## config.mk

```make
export PLATFORM = sky130hd
export DESIGN_NAME = shortest_job_priority_queue
export DESIGN_NICKNAME = d
export VERILOG_FILES = /design/src/rtl/core/sjpq_pkg.sv /design/src/rtl/core/sjpq_ram.sv /design/src/rtl/core/sjpq_datapath.sv /design/src/rtl/core/sjpq_ctrl.sv /design/src/rtl/core/shortest_job_priority_queue.sv
export SDC_FILE = /design/constraint.sdc
export NUM_CORES = 1
export LEC_CHECK = 0
export BUFFER_PORTS_ARGS = -buffer_cell sky130_fd_sc_hd__buf_4
export CAP_MARGIN = 20
export CORE_MARGIN = 1.5
export CORE_UTILIZATION = 60
export CTS_CLUSTER_SIZE = 8
export DETAILED_ROUTE_END_ITERATION = 10
export PLACE_DENSITY = 0.76
export SLEW_MARGIN = 20
export SYNTH_ARGS = -nofsm -noshare
export SYNTH_HDL_FRONTEND = slang
export SYNTH_SLANG_ARGS = --single-unit
```

## constraint.sdc

```tcl
create_clock -name clk -period 8.1 [get_ports clk]
set_input_delay 0.405 -clock clk [delete_from_list [all_inputs] [get_ports clk]]
set_output_delay 0.405 -clock clk [all_outputs]
set_load 0.01 [all_outputs]
```

## src/rtl/core/sjpq_pkg.sv

```systemverilog
package sjpq_pkg;

    // Request kinds
    localparam logic KIND_ENQ = 1'b0;
    localparam logic KIND_DEQ = 1'b1;

    // Response status codes
    localparam logic [1:0] ST_ENQUEUED = 2'd0;
    localparam logic [1:0] ST_FULL     = 2'd1;
    localparam logic [1:0] ST_DEQUEUED = 2'd2;
    localparam logic [1:0] ST_EMPTY    = 2'd3;

    typedef struct packed {
        logic        kind;
        logic [15:0] job_tag;
        logic [15:0] page_count;
    } req_t;

    typedef struct packed {
        logic [1:0]  status;
        logic [15:0] out_tag;
        logic [15:0] out_pages;
        logic        now_empty;
    } rsp_t;

    typedef struct packed {
        logic [15:0] tag;
        logic [15:0] pages;
    } entry_t;

    // Read address source for the store
    typedef enum logic [1:0] {
        RD_HEAD,
        RD_PREV,
        RD_PREV2
    } rd_sel_t;

    typedef struct packed {
        logic       load;
        logic       rd_en;
        rd_sel_t    rd_sel;
        logic       shift;
        logic       place;
        logic       pop;
        logic       res_set;
        logic [1:0] res_code;
        logic       res_take;
        logic       emit;
    } cmd_t;

    typedef struct packed {
        logic kind;
        logic full;
        logic empty;
        logic at_front;
        logic at_second;
        logic rd_gt;
        logic out_free;
    } stat_t;

endpackage

```

## src/rtl/core/sjpq_ram.sv

```systemverilog
module sjpq_ram #(
    parameter int WIDTH = 32,
    parameter int DEPTH = 16
) (
    input  logic                     clk,
    input  logic                     we,
    input  logic [$clog2(DEPTH)-1:0] waddr,
    input  logic [WIDTH-1:0]         wdata,
    input  logic                     re,
    input  logic [$clog2(DEPTH)-1:0] raddr,
    output logic [WIDTH-1:0]         rdata
);

    logic [WIDTH-1:0] mem [DEPTH];

    always_ff @(posedge clk)
    begin
        if (we)
        begin
            mem[waddr] <= wdata;
        end
        if (re)
        begin
            rdata <= mem[raddr];
        end
    end

endmodule

```

## src/rtl/core/sjpq_datapath.sv

```systemverilog
module sjpq_datapath #(
    parameter int QUEUE_DEPTH = 16
) (
    input  logic             clk,
    input  logic             rst_n,
    input  sjpq_pkg::req_t   req,
    input  sjpq_pkg::cmd_t   cmd,
    output sjpq_pkg::stat_t  stat,
    output logic             rsp_valid,
    input  logic             rsp_stall,
    output sjpq_pkg::rsp_t   rsp
);

    localparam int PTR_W = $clog2(QUEUE_DEPTH);
    localparam int CNT_W = $clog2(QUEUE_DEPTH + 1);
    localparam int SUM_W = CNT_W + 1;
    localparam logic [PTR_W-1:0] LAST = PTR_W'(QUEUE_DEPTH - 1);

    sjpq_pkg::req_t   job_reg;
    logic [PTR_W-1:0] head_reg, head_next;
    logic [CNT_W-1:0] count_reg, count_next;
    logic [CNT_W-1:0] pos_reg, pos_next;
    logic [PTR_W-1:0] wptr_reg, wptr_next;
    logic [1:0]       res_status_reg;
    logic [15:0]      res_tag_reg;
    logic [15:0]      res_pages_reg;
    sjpq_pkg::rsp_t   rsp_reg;
    logic             rsp_valid_reg, rsp_valid_next;

    logic [SUM_W-1:0]       tail_sum;
    logic [PTR_W-1:0]       tail_ptr;
    logic [PTR_W-1:0]       prev_ptr;
    logic [PTR_W-1:0]       prev2_ptr;
    logic [PTR_W-1:0]       head_inc;
    logic [PTR_W-1:0]       raddr;
    logic                   we;
    sjpq_pkg::entry_t       wentry;
    sjpq_pkg::entry_t       rentry;
    logic [$bits(sjpq_pkg::entry_t)-1:0] rdata;

    // Slot just past the last stored job
    always_comb
    begin
        tail_sum = SUM_W'(head_reg) + SUM_W'(count_reg);
        if (tail_sum >= SUM_W'(QUEUE_DEPTH))
        begin
            tail_sum = tail_sum - SUM_W'(QUEUE_DEPTH);
        end
        tail_ptr  = tail_sum[PTR_W-1:0];
        prev_ptr  = (wptr_reg == '0) ? LAST : wptr_reg - PTR_W'(1);
        prev2_ptr = (prev_ptr == '0) ? LAST : prev_ptr - PTR_W'(1);
        head_inc  = (head_reg == LAST) ? '0 : head_reg + PTR_W'(1);
    end

    always_comb
    begin
        case (cmd.rd_sel)
            sjpq_pkg::RD_PREV:  raddr = prev_ptr;
            sjpq_pkg::RD_PREV2: raddr = prev2_ptr;
            default:            raddr = head_reg;
        endcase
    end

    assign rentry = sjpq_pkg::entry_t'(rdata);
    assign we     = cmd.shift | cmd.place;
    assign wentry = cmd.shift ? rentry
                              : sjpq_pkg::entry_t'({job_reg.job_tag, job_reg.page_count});

    sjpq_ram #(
        .WIDTH ($bits(sjpq_pkg::entry_t)),
        .DEPTH (QUEUE_DEPTH)
    ) u_ram (
        .clk   (clk),
        .we    (we),
        .waddr (wptr_reg),
        .wdata (wentry),
        .re    (cmd.rd_en),
        .raddr (raddr),
        .rdata (rdata)
    );

    always_comb
    begin
        head_next  = head_reg;
        count_next = count_reg;
        pos_next   = pos_reg;
        wptr_next  = wptr_reg;
        if (cmd.load)
        begin
            pos_next  = count_reg;
            wptr_next = tail_ptr;
        end
        if (cmd.shift)
        begin
            pos_next  = pos_reg - CNT_W'(1);
            wptr_next = prev_ptr;
        end
        if (cmd.place)
        begin
            count_next = count_reg + CNT_W'(1);
        end
        if (cmd.pop)
        begin
            head_next  = head_inc;
            count_next = count_reg - CNT_W'(1);
        end
        rsp_valid_next = rsp_valid_reg;
        if (cmd.emit)
        begin
            rsp_valid_next = 1'b1;
        end
        else if (!rsp_stall)
        begin
            rsp_valid_next = 1'b0;
        end
    end

    always_ff @(posedge clk or negedge rst_n)
    begin
        if (!rst_n)
        begin
            head_reg      <= '0;
            count_reg     <= '0;
            pos_reg       <= '0;
            wptr_reg      <= '0;
            rsp_valid_reg <= 1'b0;
        end
        else
        begin
            head_reg      <= head_next;
            count_reg     <= count_next;
            pos_reg       <= pos_next;
            wptr_reg      <= wptr_next;
            rsp_valid_reg <= rsp_valid_next;
        end
    end

    always_ff @(posedge clk)
    begin
        if (cmd.load)
        begin
            job_reg <= req;
        end
        if (cmd.res_set)
        begin
            res_status_reg <= cmd.res_code;
            res_tag_reg    <= cmd.res_take ? rentry.tag : 16'd0;
            res_pages_reg  <= cmd.res_take ? rentry.pages : 16'd0;
        end
        if (cmd.emit)
        begin
            rsp_reg.status    <= res_status_reg;
            rsp_reg.out_tag   <= res_tag_reg;
            rsp_reg.out_pages <= res_pages_reg;
            rsp_reg.now_empty <= (count_reg == '0);
        end
    end

    assign stat.kind      = job_reg.kind;
    assign stat.full      = (count_reg == CNT_W'(QUEUE_DEPTH));
    assign stat.empty     = (count_reg == '0);
    assign stat.at_front  = (pos_reg == '0);
    assign stat.at_second = (pos_reg == CNT_W'(1));
    assign stat.rd_gt     = (rentry.pages > job_reg.page_count);
    assign stat.out_free  = !rsp_valid_reg || !rsp_stall;

    assign rsp_valid = rsp_valid_reg;
    assign rsp       = rsp_reg;

endmodule

```

## src/rtl/core/sjpq_ctrl.sv

```systemverilog
module sjpq_ctrl (
    input  logic            clk,
    input  logic            rst_n,
    input  logic            req_valid,
    output logic            req_stall,
    input  sjpq_pkg::stat_t stat,
    output sjpq_pkg::cmd_t  cmd
);

    typedef enum logic [2:0] {
        S_IDLE,
        S_DECIDE,
        S_WALK,
        S_PLACE,
        S_DEQ,
        S_EMIT
    } state_t;

    state_t state_reg, state_next;
    logic   req_stall_reg, req_stall_next;

    always_comb
    begin
        cmd        = '0;
        cmd.rd_sel = sjpq_pkg::RD_HEAD;
        state_next = state_reg;
        unique case (state_reg)
            S_IDLE:
            begin
                if (req_valid)
                begin
                    cmd.load   = 1'b1;
                    state_next = S_DECIDE;
                end
            end
            S_DECIDE:
            begin
                if (stat.kind == sjpq_pkg::KIND_ENQ)
                begin
                    if (stat.full)
                    begin
                        cmd.res_set  = 1'b1;
                        cmd.res_code = sjpq_pkg::ST_FULL;
                        state_next   = S_EMIT;
                    end
                    else if (stat.at_front)
                    begin
                        cmd.place    = 1'b1;
                        cmd.res_set  = 1'b1;
                        cmd.res_code = sjpq_pkg::ST_ENQUEUED;
                        state_next   = S_EMIT;
                    end
                    else
                    begin
                        cmd.rd_en  = 1'b1;
                        cmd.rd_sel = sjpq_pkg::RD_PREV;
                        state_next = S_WALK;
                    end
                end
                else
                begin
                    if (stat.empty)
                    begin
                        cmd.res_set  = 1'b1;
                        cmd.res_code = sjpq_pkg::ST_EMPTY;
                        state_next   = S_EMIT;
                    end
                    else
                    begin
                        cmd.rd_en  = 1'b1;
                        cmd.rd_sel = sjpq_pkg::RD_HEAD;
                        state_next = S_DEQ;
                    end
                end
            end
            S_WALK:
            begin
                // Move the larger job up one slot, or drop the new one in here
                if (stat.rd_gt)
                begin
                    cmd.shift = 1'b1;
                    if (stat.at_second)
                    begin
                        state_next = S_PLACE;
                    end
                    else
                    begin
                        cmd.rd_en  = 1'b1;
                        cmd.rd_sel = sjpq_pkg::RD_PREV2;
                    end
                end
                else
                begin
                    cmd.place    = 1'b1;
                    cmd.res_set  = 1'b1;
                    cmd.res_code = sjpq_pkg::ST_ENQUEUED;
                    state_next   = S_EMIT;
                end
            end
            S_PLACE:
            begin
                cmd.place    = 1'b1;
                cmd.res_set  = 1'b1;
                cmd.res_code = sjpq_pkg::ST_ENQUEUED;
                state_next   = S_EMIT;
            end
            S_DEQ:
            begin
                cmd.pop      = 1'b1;
                cmd.res_set  = 1'b1;
                cmd.res_code = sjpq_pkg::ST_DEQUEUED;
                cmd.res_take = 1'b1;
                state_next   = S_EMIT;
            end
            S_EMIT:
            begin
                if (stat.out_free)
                begin
                    cmd.emit   = 1'b1;
                    state_next = S_IDLE;
                end
            end
            default:
            begin
                state_next = S_IDLE;
            end
        endcase
        req_stall_next = (state_next != S_IDLE);
    end

    always_ff @(posedge clk or negedge rst_n)
    begin
        if (!rst_n)
        begin
            state_reg     <= S_IDLE;
            req_stall_reg <= 1'b0;
        end
        else
        begin
            state_reg     <= state_next;
            req_stall_reg <= req_stall_next;
        end
    end

    assign req_stall = req_stall_reg;

endmodule

```

## src/rtl/core/shortest_job_priority_queue.sv

```systemverilog
// Channel   Direction  Handshake             Payload
// request   in         req_valid/req_stall   req : enqueue or dequeue, tag, page count
// response  out        rsp_valid/rsp_stall   rsp : status, tag, pages, now_empty
//
// One request at a time. A dequeue reads and pops the head; an enqueue walks back
// from the tail past every stored job with more pages than the new one, shifting
// each up one slot through the single write port of the store, which moves one job
// per cycle; a drop when full or an enqueue into an empty store skips the walk. The
// next request is taken in the cycle after the response is loaded. Reset empties
// the queue at once, the store itself is not cleared; a waiting response holds in
// its register while the next request is taken.
module shortest_job_priority_queue #(
    parameter int QUEUE_DEPTH = 16
) (
    input  logic           clk,
    input  logic           rst_n,
    input  logic           req_valid,
    output logic           req_stall,
    input  sjpq_pkg::req_t req,
    output logic           rsp_valid,
    input  logic           rsp_stall,
    output sjpq_pkg::rsp_t rsp
);

    // Command and status between the controller and the datapath
    sjpq_pkg::cmd_t  cmd;
    sjpq_pkg::stat_t stat;

    // Sequence each request: accept, decide, walk the sorted store or pop its head, emit
    sjpq_ctrl u_ctrl (
        .clk       (clk),
        .rst_n     (rst_n),
        .req_valid (req_valid),
        .req_stall (req_stall),
        .stat      (stat),
        .cmd       (cmd)
    );

    // Hold the sorted store as a ring: head is the smallest job, insertion
    // walks back from the tail and shifts larger jobs up one slot per cycle
    sjpq_datapath #(
        .QUEUE_DEPTH (QUEUE_DEPTH)
    ) u_datapath (
        .clk       (clk),
        .rst_n     (rst_n),
        .req       (req),
        .cmd       (cmd),
        .stat      (stat),
        .rsp_valid (rsp_valid),
        .rsp_stall (rsp_stall),
        .rsp       (rsp)
    );

    // A shift and a placement never share the single write port
    assert property (@(posedge clk) disable iff (!rst_n)
        !(cmd.shift && cmd.place))
        else $error("shift and place in the same cycle");

    // Never place a job into a full store
    assert property (@(posedge clk) disable iff (!rst_n)
        cmd.place |-> !stat.full)
        else $error("place into full store");

    // Never pop from an empty store
    assert property (@(posedge clk) disable iff (!rst_n)
        cmd.pop |-> !stat.empty)
        else $error("pop from empty store");

    // A response only leaves when the output register is free
    assert property (@(posedge clk) disable iff (!rst_n)
        cmd.emit |-> stat.out_free)
        else $error("response overwrites a waiting one");

    // An emitted response shows up in the next cycle
    assert property (@(posedge clk) disable iff (!rst_n)
        cmd.emit |=> rsp_valid)
        else $error("emitted response not valid");

endmodule
```

# [After elaboration in Yosys (flattened, before gate mapping)]
# Memory sizes are Yosys's and may differ from the RTL's. A register that Yosys moved wholly into a read port is not among the register bits.
# Cells that the tools add are included.
[word_totals] register_bits=125 ramBits=512 in_bits=37 out_inout_bits=37 word_cells=101 mem_count=1
[mem_list] name="u_datapath.u_ram.mem" depth=16 width=32 read_ports=1 rd_ports_with_merged_regs=1 write_ports=1 line_no="sjpq_ram.sv:14" text="logic [WIDTH-1:0] mem [DEPTH];"
[op_classes] n_addsub=8 magnitude_cmp=2 n_eq_ne=11 muxes=49 bitwise=1 n_reduce_logical=12
[op_table] cell="$mux 3" n=17
[op_table] cell="$mux 32" n=1
[op_table] cell="$mux 4" n=7
[op_table] cell="$mux 5" n=4
[op_table] cell="$gt 16x16->1" n=1
[op_table] cell="$mux 1" n=15
[op_table] cell="$pmux 3 s5" n=1
[op_table] cell="$pmux 3 s4" n=1
[op_table] cell="$sub 4x1->4 const B" n=3
[op_table] cell="$logic_not 5->1" n=2
[op_table] cell="$sub 5x1->5 const B" n=2
[op_table] cell="$logic_not 4->1" n=2
[op_table] cell="$pmux 4 s2" n=1
[op_table] cell="$add 4x5->6" n=1
[op_table] cell="$eq 3x2->1 const B" n=2
[op_table] cell="$eq 3x3->1 const B" n=2
[op_table] cell="$ge 6x5->1 const B" n=1
[op_table] cell="$pmux 3 s2" n=1
[op_table] cell="$add 5x1->5 const B" n=1
[op_table] cell="$eq 5x1->1 const B" n=1
[op_table] cell="$eq 5x5->1 const B" n=1
[op_table] cell="$add 4x1->4 const B" n=1
[op_table] cell="$eq 4x4->1 const B" n=1
[op_table] cell="$reduce_bool 2->1" n=2
[op_table] cell="other kinds (11)" n=12

# [Longest topological paths before layout]
# Gate-level depths: netlist of the first run.
[logic_depth] word_depth=8 mapped_depth=20 depth_no_buf=16

# [Modules after synthesis]
# Synthesis of the first run repeated with hierarchy kept, for this count alone.
[unflattened] hier_cells=1298 area_unflattened_um2=26001.2
[by_module_without_submodules] module="sjpq_ram" n_inst=1 cells_per_inst=838 area_each_um2=20155.6 seq_area_each_um2=16335.7
[by_module_without_submodules] module="sjpq_datapath" n_inst=1 cells_per_inst=407 area_each_um2=5452.7 seq_area_each_um2=3538.4
[by_module_without_submodules] module="sjpq_ctrl" n_inst=1 cells_per_inst=53 area_each_um2=392.9 seq_area_each_um2=100.1

# [Worst setup path after synthesis of the first run]
# OpenSTA, ideal clock, no wires.
[synth_timing] path_type="flip-flop to flip-flop" startpoint="register u_datapath.u_ram.rdata[1], read port of u_datapath.u_ram.mem" endpoint="register u_datapath.u_ram.rdata[29], read port of u_datapath.u_ram.mem, data pin" setup_ns=0.261 arrival_ns=4.260 required_ns=7.839 slack_ns=3.579 path_stages_with_launch=20 path_buffers=5 period_less_slack_ns=4.521 path_cell_list="edfxtp_1 ha_1 nor2b_1 o21a_1 o21a_1 o21a_1 o31ai_2 clkbuf_1 nand2b_1 ha_1 clkbuf_1 a21oi_1 o311ai_4 nand2_4 buf_2 buf_4 buf_1 a21oi_1 a22oi_1 a21oi_1"
[synth_via] elab_chain_cells=5 word_cells_on_any_way=6 cone_classes="order compare: 1; eq/ne: 2; mux: 3"
[synth_lines] item="start: declaration" line_no="sjpq_ram.sv:11" text="output logic [WIDTH-1:0] rdata"
[synth_lines] item="$gt 16x16->1 *" line_no="sjpq_datapath.sv:164" text="assign stat.rd_gt = (rentry.pages > job_reg.page_count);"
[synth_lines] item="$mux 4 *" line_no="sjpq_ctrl.sv:79" text="if (stat.rd_gt)"
[synth_lines] item="$pmux 3 s2 *" line_no="sjpq_ctrl.sv:27" text="unique case (state_reg)"
[synth_lines] item="$eq 2x2->1 / $eq 2x1->1 (equally long branches)" line_no="sjpq_datapath.sv:57" text="case (cmd.rd_sel)"
[synth_lines] item="$pmux 4 s2" line_no="sjpq_datapath.sv:57"
# Mark *: on every way between the ends. The rest lies on a longest branch, timed or not.
# A chain may end at the register's enable or synchronous reset.

# [Worst setup path after layout of the first run]
[layout_timing] startpoint="register u_datapath.u_ram.rdata[15], read port of u_datapath.u_ram.mem" endpoint="register u_datapath.u_ram.rdata[24], read port of u_datapath.u_ram.mem, data pin"
# Same word-level chain as after synthesis.

==> impl_metrics.tcl, run 1 <==
set metrics [dict create \
    critPathBufInv 1 \
    vias 14600 \
    post-route-period-util 0.696 \
    rsz0062_at_grt "false" \
    diodes 0 \
    slew_headroom 0.296 \
    yosys-top-cells-count "646 x edfxtp_1, 150 x nand2_1, 75 x mux2i_1" \
    fin_worst_skew_ns 0.0222 \
    yosysSeqAreaShare 0.755 \
    crit_chain "ha_1 -> nand4_1 -> or2_2 -> o22ai_1 -> o31ai_4 -> nand2b_1 -> ha_1 -> a21oi_1 -> o311ai_4 -> nand2_8 -> buf_4 -> mux4_2 -> o22ai_1 -> and4b_1" \
    setup_viol 0 \
    cts_buffers 93 \
    start_util 0.611 \
    ys.flop_type "edfxtp_1" \
    dr.pass1.iters 5 \
    via_per_inst 6.42 \
    grt_start_max_net_pins 99 \
    overflow 0 \
    drive_gt1_frac 0.183 \
    ir_worst_vdd_uv 373 \
    critPathLaunchType "register" \
    yosys_warnings 0 \
    status "finished, final reports clean" \
    max_freq_mhz 177 \
    crit_path_max_incr_delay_ns 0.68 \
    final-hold-violation-count 0 \
    portBuffers 73 \
    critical_path_required_ns 8.47 \
    synth_enable_flop_cells 646 \
    syn_inst 1502 \
    grt_pass1_vias 14900 \
    p_per_area_mw_per_mm2 410 \
    cap_viol_max_count 0 \
    crit_path_max_fanout 98 \
    cts.sinks 669 \
    ys_seq_elements 669 \
    die_h_um 213 \
    finalWirelength_mm 61.8 \
    avgSynthCellArea_sq_um 17.6 \
    hp-class "in -> reg" \
    fp.dieArea_sq_mm 0.0453 \
    cts_max_level 3 \
    core_sq_mm 0.0433 \
    die_w_um 213 \
    timing.hold.ws_ns 0.0805 \
    post-dp-hpwl_mm 31.7 \
    cts_tree "yes" \
    cts-root-buf "clkbuf_16" \
    post-route-drc-count 0 \
    yosys-top-cells-area "edfxtp_1 73%, mux4_2 5.4%, mux2i_1 2.8%" \
    clockBufferDepth 3 \
    wl_per_cell_um 27.2 \
    final_util 0.709 \
    crit_arrival_ns 6.01 \
    synth_nets 1573 \
    largest_reg_flops 512 \
    fin_tns_setup_ns 0 \
    drt_iter0_markers 1883 \
    cts.clk_slew.worst_paths_ns 0.05 \
    worst-setup-path-type "reg -> reg" \
    cp_top_family "simple AND/OR/NAND/NOR gates" \
    period_needed_ns 5.64 \
    grt_use_total 0.280 \
    rows 76 \
    ant_nets 0 \
    cpMaxStageDelayCell "nand2_8" \
    yosys.area.top_type "edfxtp_1" \
    async_reset_ff_frac 0.0344 \
    antenna_found_initial 0 \
    ys_types 64 \
    clock_latency_ns 0.63 \
    synth.top_cell.area_share 0.734 \
    power_leakage_nw 10.7 \
    synth_most_common_cell "edfxtp_1" \
    cp-end-kind "register" \
    place.gp.congestion 0.845 \
    area_growth_pct 15.9 \
    io_pins 74 \
    drv_slew 0 \
    grt_pass1_wl_mm 90.8 \
    cts.repair.resized 0 \
    layout.nets 1735 \
    worst_pin_slew_ns 1.05 \
    synth_area_sq_mm 0.0264 \
]
## path summary, 6_finish.rpt
check                                                   startpoint                                   end  slack [ns]  depth (start not counted)
hold / removal                                           rsp_stall      u_datapath.rsp_valid$_DFFE_PN0P_        0.08                          3
max in group asynchronous                                    rst_n            u_ctrl.req_stall$_DFF_PN0_        7.62                          2
hold reg to reg            u_datapath.res_tag_reg[5]$_SDFFCE_PN0P_          u_datapath.rsp[22]$_DFFE_PP_        0.41                          0
setup / recovery              u_datapath.u_ram.rdata[15]$_DFFE_PP_  u_datapath.u_ram.rdata[24]$_DFFE_PP_        2.46                         14
min in group asynchronous                                    rst_n    u_datapath.wptr_reg[0]$_DFFE_PN0P_        0.23                          2
setup reg to reg              u_datapath.u_ram.rdata[15]$_DFFE_PP_  u_datapath.u_ram.rdata[24]$_DFFE_PP_        2.46                         14
## tightest hold or removal path: stages
cell and delay (ns):
buf_4 0.08, nand2_1 0.07, o21ai_0 0.09
## metal layers
layer  wire, um  part of all wire  GRT usage
met5          0                 0          0
met4       1990             0.032      0.120
met3       6260              0.10     0.0600
met2      30000              0.49      0.449
met1      23500              0.38      0.375
## cell type report
type / instances / area, sq um
clock buffers: 111 / 2420
repair buffers: 142 / 1160
inverters: 34 / 128
flip-flops and latches: 669 / 20000
clock inverters: 7 / 101
well taps: 585 / 732
fillers: 2567 / 12600
multi-input cells: 724 / 6140
## cells by family (layout without fill, tap and decap cells)
| logic type | after synthesis | after routing | share of synthesized area |
|---|---|---|---|
| xor+xnor | 9 | 9 | 0.00298 |
| buf+inv | 109 | 294 | 0.0192 |
| fa+ha+maj | 34 | 34 | 0.0167 |
| mux | 172 | 172 | 0.0971 |
| flops | 669 | 669 | 0.755 |
| compound gates | 145 | 145 | 0.0383 |
| simple gates | 364 | 364 | 0.0706 |
## through the flow
step,worst slack (ns),instance area (sq um),std cells,total power [W]
6_report,2.46,30700,2272,0.0126
4_1_cts,2.47,30700,2272,0.0126
3_3_place_gp,2.85,27800,2120,0.00900
2_1_floorplan,3.58,26400,1502,0.00792
3_5_place_dp,2.52,27800,2120,0.00914
5_1_grt,2.24,30700,2272,0.0131
## placed cells by master (no fill, tap or decap), drive strengths merged, types with 4 or more instances in the layout
cell           n
nand2b         9
o21a           4
nor2          27
clkinv         4
a22oi         31
ha            32
mux4          64
nor2b          5
nand3         71
a21o          10
and3          33
edfxtp       646
inv           37
and2           6
clkbuf       111
a21oi         25
xnor2          8
and4b         30
o22ai         32
mux2i         75
buf          108
o21ai         16
nor3          16
dlygate4sd3   34
mux2          33
nand4          4
nand2        151
dfrtp         23
## power by group
group	leakage, nW	internal, W	switching [W]
logic	3.29	0.00167	0.00258
clock network	1.22	0.00207	0.00134
registers	6.14	0.00464	0.000269
## timing repair
action	4_1_cts	5_1_grt
setup buffers	0	0
hold buffers	34	0
endpoints found under the hold margin	56	0
Power figures use the tool's default switching activity.
==> run 2, diff against run 1 <==
ABC_AREA = 1   (was unset)
clock period = 5.75 ns   (was 8.1 ns; I/O delays follow)
==> impl_metrics.tcl, run 2 <==
set metrics [dict create \
    area_growth_pct 14.7 \
    grt_pass1_wl_mm 112 \
    drive_gt1_frac 0.0960 \
    grt_use_total 0.297 \
    finalWirelength_mm 73.5 \
    setup_viol 0 \
    drv_slew 0 \
    avgSynthCellArea_sq_um 11.0 \
    layout.nets 2829 \
    synth_nets 2705 \
    p_per_area_mw_per_mm2 600 \
    grt_pass1_vias 19800 \
    cts.sinks 669 \
    hp-class "in -> async" \
    cts.clk_slew.worst_paths_ns 0.05 \
    synth_area_sq_mm 0.0290 \
    reg2reg_slack_ns 0.97 \
    timing.rr.end "u_datapath.u_ram.rdata[22]$_DFFE_PP_" \
    antenna_found_initial 0 \
    period_needed_ns 4.78 \
    grt_start_max_net_pins 146 \
    worst_pin_slew_ns 1.07 \
    final_cell_mix "646 x edfxtp_1, 612 x nand3_1, 523 x nand2_1, 404 x inv_1, 126 x buf_4" \
    ir_worst_vdd_uv 798 \
    cts-root-buf "clkbuf_16" \
    synth.top_cell.area_share 0.669 \
    portBuffers 73 \
    layout.area.seq_sq_mm 0.0200 \
    cp-end-kind "register" \
    yosys_warnings 0 \
    cts_max_level 3 \
    ys.flop_type "edfxtp_1" \
    synth_enable_flop_cells 646 \
    power_leakage_nw 13.8 \
    cts_buffers 93 \
    die_h_um 223 \
    io_pins 74 \
    start_util 0.608 \
    post-route-drc-count 0 \
    fin_tns_setup_ns 0 \
    die_w_um 223 \
    ant_nets 0 \
    crit_arrival_ns 5.15 \
    nFillCells 3196 \
    syn_inst 2634 \
    diodes 0 \
    slew_headroom 0.285 \
    reg2regPathDepth 18 \
    drt_iter0_markers 2726 \
    place.gp.congestion 0.872 \
    synth_most_common_cell "edfxtp_1" \
    dr.pass1.iters 7 \
    clockBufferDepth 3 \
    post-dp-hpwl_mm 41.2 \
    ys_types 36 \
    r2r-start "u_datapath.u_ram.rdata[14]$_DFFE_PP_" \
    yosysSeqAreaShare 0.688 \
    yosys-top-cells-area "edfxtp_1 67%, nand3_1 11%, nand2_1 6.8%" \
    overflow 0 \
    fin_ws_ns 0.965 \
    rows 80 \
    post-route-period-util 0.832 \
    via_per_inst 5.98 \
    pre_cts_slack_ns 1.03 \
    crit_path_max_fanout 66 \
    layout_commonest_cell "edfxtp_1" \
    largest_reg_flops 512 \
    vias 20200 \
    ys_seq_elements 669 \
    status "finished, final reports clean" \
    critical_path_required_ns 6.12 \
    worst-setup-path-type "reg -> reg" \
    async_reset_ff_frac 0.0344 \
    fin_worst_skew_ns 0.0213 \
    fp.dieArea_sq_mm 0.0497 \
    final-hold-violation-count 0 \
    yosys-top-cells-count "646 x edfxtp_1, 615 x nand3_1, 524 x nand2_1" \
    clock_latency_ns 0.63 \
    critPathLaunchType "register" \
    yosys.area.top_type "edfxtp_1" \
    wl_per_cell_um 21.7 \
    core_sq_mm 0.0477 \
    cts_tree "yes" \
    multi_input_area_sq_mm 0.00688 \
    cap_viol_max_count 0 \
    cts_setup_buffers 0 \
    max_freq_mhz 209 \
    rsz0062_at_grt "false" \
]
run 2: changes by cell type after synthesis, sizes merged, moves of 29 or more:
cell	delta
nand3	+544
inv	+390
nand2	+377
mux2i	-75
mux4	-64
buf	+59
nand3b	+55
o21ai	+41
mux2	-33
and3	-32
o22ai	-32
and4b	-30
a22oi	-29
run 2: critical path: stages (launching register included):
cell	delay, ns
edfxtp_1	0.46
ha_1	0.34
nand4_1	0.19
nor3_1	0.26
nand2_1	0.08
o211ai_1	0.19
nand3_4	0.11
nor2_1	0.16
inv_1	0.09
ha_1	0.43
a21oi_1	0.40
nand2_8	0.31
nand2_8	0.49
buf_4	0.41
nand2_1	0.12
nand3_1	0.09
nand3_1	0.15
nand3_1	0.11
nand2_1	0.07
run 2: layout make-up:
type,instances,share of cell area
Inverter,425,0.0481
Multi-Input combinational cell,1395,0.207
Timing Repair Buffer,174,0.0477
Sequential cell,669,0.600
Tap cell,615,0.0231
Clock inverter,7,0.00305
Clock buffer,101,0.0708
run 2: power by group:
group / switching [W] / internal [W]
logic: 0.00596 / 0.00233
clock network: 0.00192 / 0.00286
registers: 0.000284 / 0.00661
total: 0.00817 / 0.0118
run 2: per-stage QoR:
step                      instance area, sq um  std cells  utilization  hold WS (ns)  power (W)
after global routing                     33300       3386        0.697         0.139     0.0209
final                                    33300       3386        0.697         0.107     0.0200
after CTS                                33200       3384        0.695        0.0977     0.0198
after floorplan                          29000       2634            -      -0.00809     0.0124
after detailed placement                 30400       3241        0.636         0.203     0.0150
after global placement                   30300       3238        0.635         0.198     0.0147
run 2: cells by family (layout without fill, tap and decap cells):
logic type | count (synthesis) | after routing | synth area share
buffers and inverters | 570 | 707 | 0.0783
AND/OR/NAND/NOR | 1267 | 1267 | 0.200
adder cells (fa/ha/maj) | 34 | 34 | 0.0152
flip-flops | 669 | 669 | 0.688
XOR/XNOR | 10 | 10 | 0.00302
AO/OA/AOI/OAI | 84 | 84 | 0.0155
run 2: layer usage:
| metal | wire (um) | part of all wire | track usage |
|---|---|---|---|
| met4 | 2030 | 0.028 | 0.115 |
| met1 | 29000 | 0.40 | 0.420 |
| met2 | 34100 | 0.46 | 0.460 |
| met5 | 0 | 0 | 0 |
| met3 | 8280 | 0.11 | 0.0564 |
run 2: worst max-delay path by stage:
stage                                                end                                  from  slack, ns
floorplan           u_datapath.u_ram.rdata[10]$_DFFE_PP_  u_datapath.u_ram.rdata[15]$_DFFE_PP_       2.28
global placement    u_datapath.u_ram.rdata[15]$_DFFE_PP_  u_datapath.u_ram.rdata[14]$_DFFE_PP_       1.15
detailed placement  u_datapath.u_ram.rdata[22]$_DFFE_PP_  u_datapath.u_ram.rdata[14]$_DFFE_PP_       1.03
CTS                 u_datapath.u_ram.rdata[22]$_DFFE_PP_  u_datapath.u_ram.rdata[14]$_DFFE_PP_       1.00
global route        u_datapath.u_ram.rdata[22]$_DFFE_PP_  u_datapath.u_ram.rdata[14]$_DFFE_PP_       0.63
finish              u_datapath.u_ram.rdata[22]$_DFFE_PP_  u_datapath.u_ram.rdata[14]$_DFFE_PP_       0.97
run 2: what timing repair did:
item	CTS	global route
hold buffers	35	0
gates resized for setup	0	0
endpoints found under the hold margin	57	0
setup endpoints to repair	0	0
